===== src/sv/mvna_ram.sv =====
// Generic single-port-write, single-port-read RAM with a registered read.
// Depends on nothing.
module mvna_ram #(
    parameter int WIDTH = 8,
    parameter int DEPTH = 16
)
(
    input  logic                                  clk,
    input  logic                                  we,
    input  logic [(DEPTH > 1 ? $clog2(DEPTH) : 1)-1:0] waddr,
    input  logic [WIDTH-1:0]                      wdata,
    input  logic [(DEPTH > 1 ? $clog2(DEPTH) : 1)-1:0] raddr,
    output logic [WIDTH-1:0]                      rdata
);

    logic [WIDTH-1:0] mem [DEPTH];

    always_ff @(posedge clk)
    begin
        if (we)
        begin
            mem[waddr] <= wdata;
        end
        rdata <= mem[raddr];
    end

endmodule


===== config.mk =====
export PLATFORM = sky130hd
export DESIGN_NAME = mvna_ram
export DESIGN_NICKNAME = d
export VERILOG_FILES = /design/src/sv/mvna_ram.sv
export SDC_FILE = /design/constraint.sdc
export NUM_CORES = 1
export LEC_CHECK = 0
export CORE_MARGIN = 4
export CORE_UTILIZATION = 55
export DETAILED_ROUTE_END_ITERATION = 8
export DONT_BUFFER_PORTS = 1
export PLACE_DENSITY = 0.77
export SLEW_MARGIN = 20
export SYNTH_ARGS = -nofsm -noshare
export SYNTH_HDL_FRONTEND = slang
export SYNTH_SLANG_ARGS = --single-unit

===== constraint.sdc =====
create_clock -name clk -period 1.63 [get_ports clk]
set_input_delay 0.0815 -clock clk [delete_from_list [all_inputs] [get_ports clk]]
set_output_delay 0.0815 -clock clk [all_outputs]
set_load 0.05 [all_outputs]

==> impl_metrics.yaml, run 1 <==
layout:
  drive_above_1_share: 0.2384
  final_cell_area_mm2: 0.006071
  multi_input_area_mm2: 0.001057
  diodes: 0
  seqCellArea_mm2: 0.004004
  nets: 286
  area_growth_syn_to_layout_pct: 17.94
  fillerInstances: 566
route:
  drc_errors: 0
  viasPerCell: 6.281
  dr.pass1.iters: 5
  vias: 2462
  routed_wl_mm: 9.894
  wire_per_inst_um: 25.24
  antenna_left: 0
  drtIter0Drc: 252
floorplan:
  die_x_um: 104.7
  initial_core_util: 0.5597
  dieArea_mm2: 0.01097
  ioPinCount: 26
  core_area_mm2: 0.009196
  num_rows: 35
  die_h_um: 104.7
sta:
  max_freq_mhz: 695.4
  worstMarginPinSlew_ns: 0.6560
  min_period_ns: 1.438
  slew_headroom: 0.5621
  hold_slack_ns: -0.06652
  clock_skew_ns: 0.004770
  rsz0062_at_grt: "no"
  setup_viol: 0
  finalSetupTns_ns: 0
  fin_crit_sh: 0.8822
  hold_viol_final: 8
  report.final.slew_viol_count: 0
worst_setup_path:
  worst_setup_path_end_kind: "flip-flop"
  path_max_fanout: 1
  cp.arrival_ns: 1.83
  worstSetupPathType: "reg2reg"
  startpoint_type: "flip-flop"
  required_ns: 2.03
logic_synthesis:
  yosysUniqueCellTypes: 19
  syn-num-nets: 247
  syn_area_per_cell_um2: 22.48
  synth_top_area_share: 0.7467
  synthArstFlopShare: 0
  yosys_most_used_dff: "edfxtp_1"
  synthTopCellsByArea: "edfxtp_1 75%, mux4_2 7.9%, mux4_1 7.1%"
  yosys-top-cells-count: "128 x edfxtp_1, 18 x mux4_2, 16 x a22oi_1"
  yosysMostFrequentCell: "edfxtp_1"
  syn-cell-area_mm2: 0.005147
  synth_largest_area_cell: "edfxtp_1"
  yosysSeqAreaShare: 0.7778
  yosys_warnings: 0
  synth_edf_count: 128
  synthCells: 229
  ys_ff_latch: 136
global_routing:
  grt-ovfl-total: 0
  antenna_found_initial: 0
  first_global_vias: 2585
  grt_max_degree: 33
  grt_first_pass_wirelength_mm: 15.54
  grt_use_total: 0.1984
cts:
  root_buffer: "clkbuf_8"
  cts_resized: 0
  htree_levels: 4
  insertion_delay_ns: 0.52
  cts.clk_slew.worst_paths_ns: 0.06
  clockBufferDepth: 2
  post_cts_buffers: 0
  hold_buffers: 12
  cts_tree: "built"
  cts-buffers-inserted: 17
  cts_sinks: 136
power:
  p_leak_uw: 0.002046
  peakVddDrop_mv: 0.6778
  p_per_area_mw_per_mm2: 1351
run_status:
  status: "finished, violations left"
  violations: "negative hold slack"
placed_design:
  gp_routability_congestion: 0.7431
  placed_cell_area_mm2: 0.005335
  io_buffers: 0
  dp.final_hpwl_mm: 5.641
flow_run:
  cap_violations: 0
hold_path:
  min_path_type: "in2reg"
## registers in the layout (all words and copies together), names as in the netlist
name	count
mem	128
rdata	8
## power by group
group / switching (µW) / internal [µW] / leakage, µW
Clock: 1330 / 2550 / 0.000299
Sequential: 112 / 3910 / 0.00122
Combinational: 157 / 142 / 0.000524
## worst max-delay path, stage by stage (launching register included)
cell and delay (ns):
edfxtp_1 0.38, mux4_1 0.51, a22oi_1 0.35, nand2_1 0.09
## per-stage QoR
stage	setup WS (ns)	hold slack (ns)	cells	utilization	power (µW)
final	0.1920	-0.06652	392	0.6601	8203
after detailed placement	0.1923	0.1810	348	0.5801	4309
after CTS	0.1721	-0.1082	392	0.6601	8237
after global routing	0.1033	-0.07695	392	0.6601	8449
after floorplan	0.05563	0.1804	229	-	4280
after global placement	0.2800	0.1811	348	0.5801	4300
## kinds of logic after synthesis
| group | count (synthesis) | share of synthesized area |
|---|---|---|
| flops | 136 | 0.7778 |
| mux | 32 | 0.1502 |
| compound gates | 16 | 0.02334 |
| buf+inv | 10 | 0.01677 |
| simple gates | 35 | 0.03184 |
## area by class of cell
| cell class | count | share of cell area |
|---|---|---|
| timing repair buffer | 30 | 0.04369 |
| sequential | 136 | 0.6595 |
| clock inverter | 10 | 0.02514 |
| multi-input combinational | 83 | 0.1742 |
| tap | 111 | 0.02288 |
| clock buffer | 22 | 0.07461 |
## cell usage in the layout, fill, tap and decap left out
cell type      netlist  layout
edfxtp_1           128     128
mux4_2              18      18
buf_4                1      18
a22oi_1             16      16
clkbuf_16            0      16
mux4_1              14      14
nor2_1              13      13
dlygate4sd3_1        0      11
nand2_1              9       9
dfxtp_1              8       8
clkinv_2             0       5
nor3_1               4       4
bufinv_16            0       4
clkbuf_8             0       3
clkbuf_1             0       3
nand3b_1             2       2
nand2b_1             2       2
nor2b_1              1       1
and2_1               1       1
and2b_1              1       1
nand3_1              1       1
or3b_2               1       1
clkinvlp_4           0       1
buf_12               0       1
## path summary, 6_finish.rpt
check / startpoint / endpoint / slack [ns] / depth (start not counted)
setup reg to reg: mem[2][0] / rdata[0] / 0.19 / 3
setup / recovery: mem[2][0] / rdata[0] / 0.19 / 3
hold reg to reg: mem[12][2] / rdata[2] / 0.68 / 3
hold / removal: raddr[0] / rdata[4] / -0.07 / 3
## metal layers
layer / part of all wire / vias to the layer above / global-route usage / wire [µm]
li1: - / 1052 / - / -
met3: 0.063 / 20 / 0.06238 / 623
met2: 0.50 / 117 / 0.3103 / 4953
met5: 0 / - / 0 / 0
met4: 0.033 / 0 / 0.08997 / 322
met1: 0.40 / 1273 / 0.2573 / 3994
Note: power is estimated with default switching activity, not from simulation.
==> inputs of run 2 (changes only) <==
- ABC_AREA: not set -> 1
==> run 2 against run 1 <==
  * The flow now finishes without violations
  * Sequential power about the same
  * Sequential share of layout area decreased by 5.5 points
  * Clock skew increased by 0.0012 ns
  * First-iteration DRC count increased by 58%
  * Worst setup slack got worse by 0.10 ns
  * Clock-buffer cell count decreased by 5
  * Area after synthesis increased by 12%
  * Flip-flop and latch count unchanged
  * Via count increased by 60%
  * Critical endpoint is now rdata[7]
  * Largest power group unchanged
  * Highest routed layer unchanged
==> impl_metrics.yaml, run 2 <==
run_status:
  status: "finished clean"
sta:
  max_freq_mhz: 650.1
  clock_skew_ns: 0.005998
  fin_crit_sh: 0.9436
  setup_viol: 0
  finalSetupTns_ns: 0
  report.final.slew_viol_count: 0
  min_period_ns: 1.538
  slew_headroom: 0.4806
  worstMarginPinSlew_ns: 0.7765
  rsz0062_at_grt: "no"
  hold_viol_final: 0
logic_synthesis:
  yosys_most_used_dff: "edfxtp_1"
  synthTopCellsByArea: "edfxtp_1 67%, nand2_1 11%, nand3_1 8.4%"
  synthArstFlopShare: 0
  syn-cell-area_mm2: 0.005767
  synth_top_area_share: 0.6665
  yosysUniqueCellTypes: 12
  synthCells: 551
  yosysMostFrequentCell: "nand2_1"
  synth_edf_count: 128
  synth_largest_area_cell: "edfxtp_1"
  yosysSeqAreaShare: 0.6943
  ys_ff_latch: 136
  syn_area_per_cell_um2: 10.47
  yosys_warnings: 0
  syn-num-nets: 569
  yosys-top-cells-count: "173 x nand2_1, 128 x edfxtp_1, 100 x inv_1"
layout:
  fillerInstances: 782
  drive_above_1_share: 0.09122
  nets: 597
  finalCoreUtilization: 0.6449
  seqCellArea_mm2: 0.004004
  multi_input_area_mm2: 0.001214
  top_regs: "mem x128, rdata x8"
  largest_register_ff_count: 128
  final_common_cell: "nand2_1"
  regMostFlops: "mem"
  final_cell_area_mm2: 0.006628
  layout_common_cells: "173 x nand2_1, 128 x edfxtp_1, 100 x inv_1, 97 x nand3_1, 18 x buf_4"
  area_growth_syn_to_layout_pct: 14.93
  diodes: 0
worst_setup_path:
  cp_num_buf_inv: 2
  path_max_fanout: 15
  required_ns: 2.06
  crit_slowest_cell: "dlygate4sd3_1"
  path_cells: "dlygate4sd3_1, nand3_1, dlygate4sd3_1, nand3_1, nand2_1"
  cp.arrival_ns: 1.96
  slowest_delay_ns: 0.99
  worstSetupPathType: "in2reg"
  cpLargestDelayFamily: "buffers and inverters"
  startpoint_type: "input pin"
  worst_setup_path_end_kind: "flip-flop"
route:
  vias: 3927
  drtIter0Drc: 397
  antenna_left: 0
  routed_wl_mm: 13.20
  dr.pass1.iters: 5
  drc_errors: 0
  wire_per_inst_um: 18.13
  viasPerCell: 5.394
global_routing:
  antenna_found_initial: 0
  grt_first_pass_wirelength_mm: 20.91
  grt_max_degree: 50
  first_global_vias: 4047
  grt_use_total: 0.2421
  grt-ovfl-total: 0
floorplan:
  dieArea_mm2: 0.01219
  ioPinCount: 26
  num_rows: 37
  initial_core_util: 0.5611
  core_area_mm2: 0.01028
  die_h_um: 110.4
  die_x_um: 110.4
cts:
  post_cts_buffers: 0
  cts_sinks: 136
  clockBufferDepth: 2
  cts-buffers-inserted: 17
  insertion_delay_ns: 0.53
  cts_tree: "built"
  root_buffer: "clkbuf_8"
  cts.clk_slew.worst_paths_ns: 0.06
  htree_levels: 4
power:
  peakVddDrop_mv: 0.6787
  p_leak_uw: 0.002842
  p_per_area_mw_per_mm2: 1212
placed_design:
  placed_cell_area_mm2: 0.005926
  gp_routability_congestion: 0.8925
  io_buffers: 0
  dp.final_hpwl_mm: 7.794
flow_run:
  cap_violations: 0
hold_path:
  min_path_type: "in2reg"
## run 2: cell count changes in the layout (fill, tap and decap cells not counted), sizes merged, moves of 4 or more
cell,before,now
nand2,9,173
inv,0,107
a22oi,16,0
mux4,32,0
nor2,13,17
clkbuf,22,17
nand3,1,97
nor3,4,0
## run 2: power by group
group | leakage, µW | switching, µW | internal (µW)
Sequential | 0.00122 | 112 | 3910
Clock | 0.000260 | 1530 | 2050
Combinational | 0.00136 | 304 | 133
Total | 0.00284 | 1950 | 6090
## run 2: metrics by stage
step | hold WS, ns | worst slack [ns] | power [µW] | std cells
3_5_place_dp | 0.1813 | 0.4036 | 4401 | 682
4_1_cts | 0.001582 | 0.1569 | 8058 | 728
5_1_grt | 0.02128 | 0.04966 | 8290 | 728
3_3_place_gp | 0.1815 | 0.4092 | 4388 | 682
6_report | 0.01614 | 0.09186 | 8035 | 728
2_1_floorplan | 0.1804 | 0.5977 | 4357 | 551
## run 2: kinds of logic after synthesis
kind of cell,after synthesis,synth area share
buffers and inverters,126,0.09525
and+or+nand+nor,289,0.2105
DFF,136,0.6943
## run 2: worst paths after layout
path	startpoint	end	slack [ns]	depth (start not counted)
setup / recovery	raddr[2]	rdata[7]	0.09	5
hold / removal	raddr[0]	rdata[2]	0.02	6
setup reg to reg	mem[10][4]	rdata[4]	0.15	7
hold reg to reg	mem[10][7]	rdata[7]	0.68	6
## run 2: area by class of cell
cell class                      count  area share
Sequential cell                   136      0.6041
Multi-Input combinational cell    289      0.1831
Clock buffer                       17     0.06249
Tap cell                          136     0.02567
Clock inverter                     15     0.02152
Timing Repair Buffer               33     0.04531
Inverter                          102     0.05777
## run 2: repair_timing
item / in CTS / in global routing
resized for setup: 0 / 0
hold buffers: 14 / 0
hold endpoints to repair: 136 / 0
## run 2: worst min-delay path: cells and delay by family
kind,cells,cell delay (ns)
simple gates,6,0.43
## run 2: per-layer routing
layer / global-route usage / vias up / part of all wire
met5: 0 / - / 0
met4: 0.1240 / 0 / 0.043
met3: 0.07979 / 48 / 0.089
met2: 0.3782 / 210 / 0.47
met1: 0.3028 / 1837 / 0.40
li1: - / 1832 / -
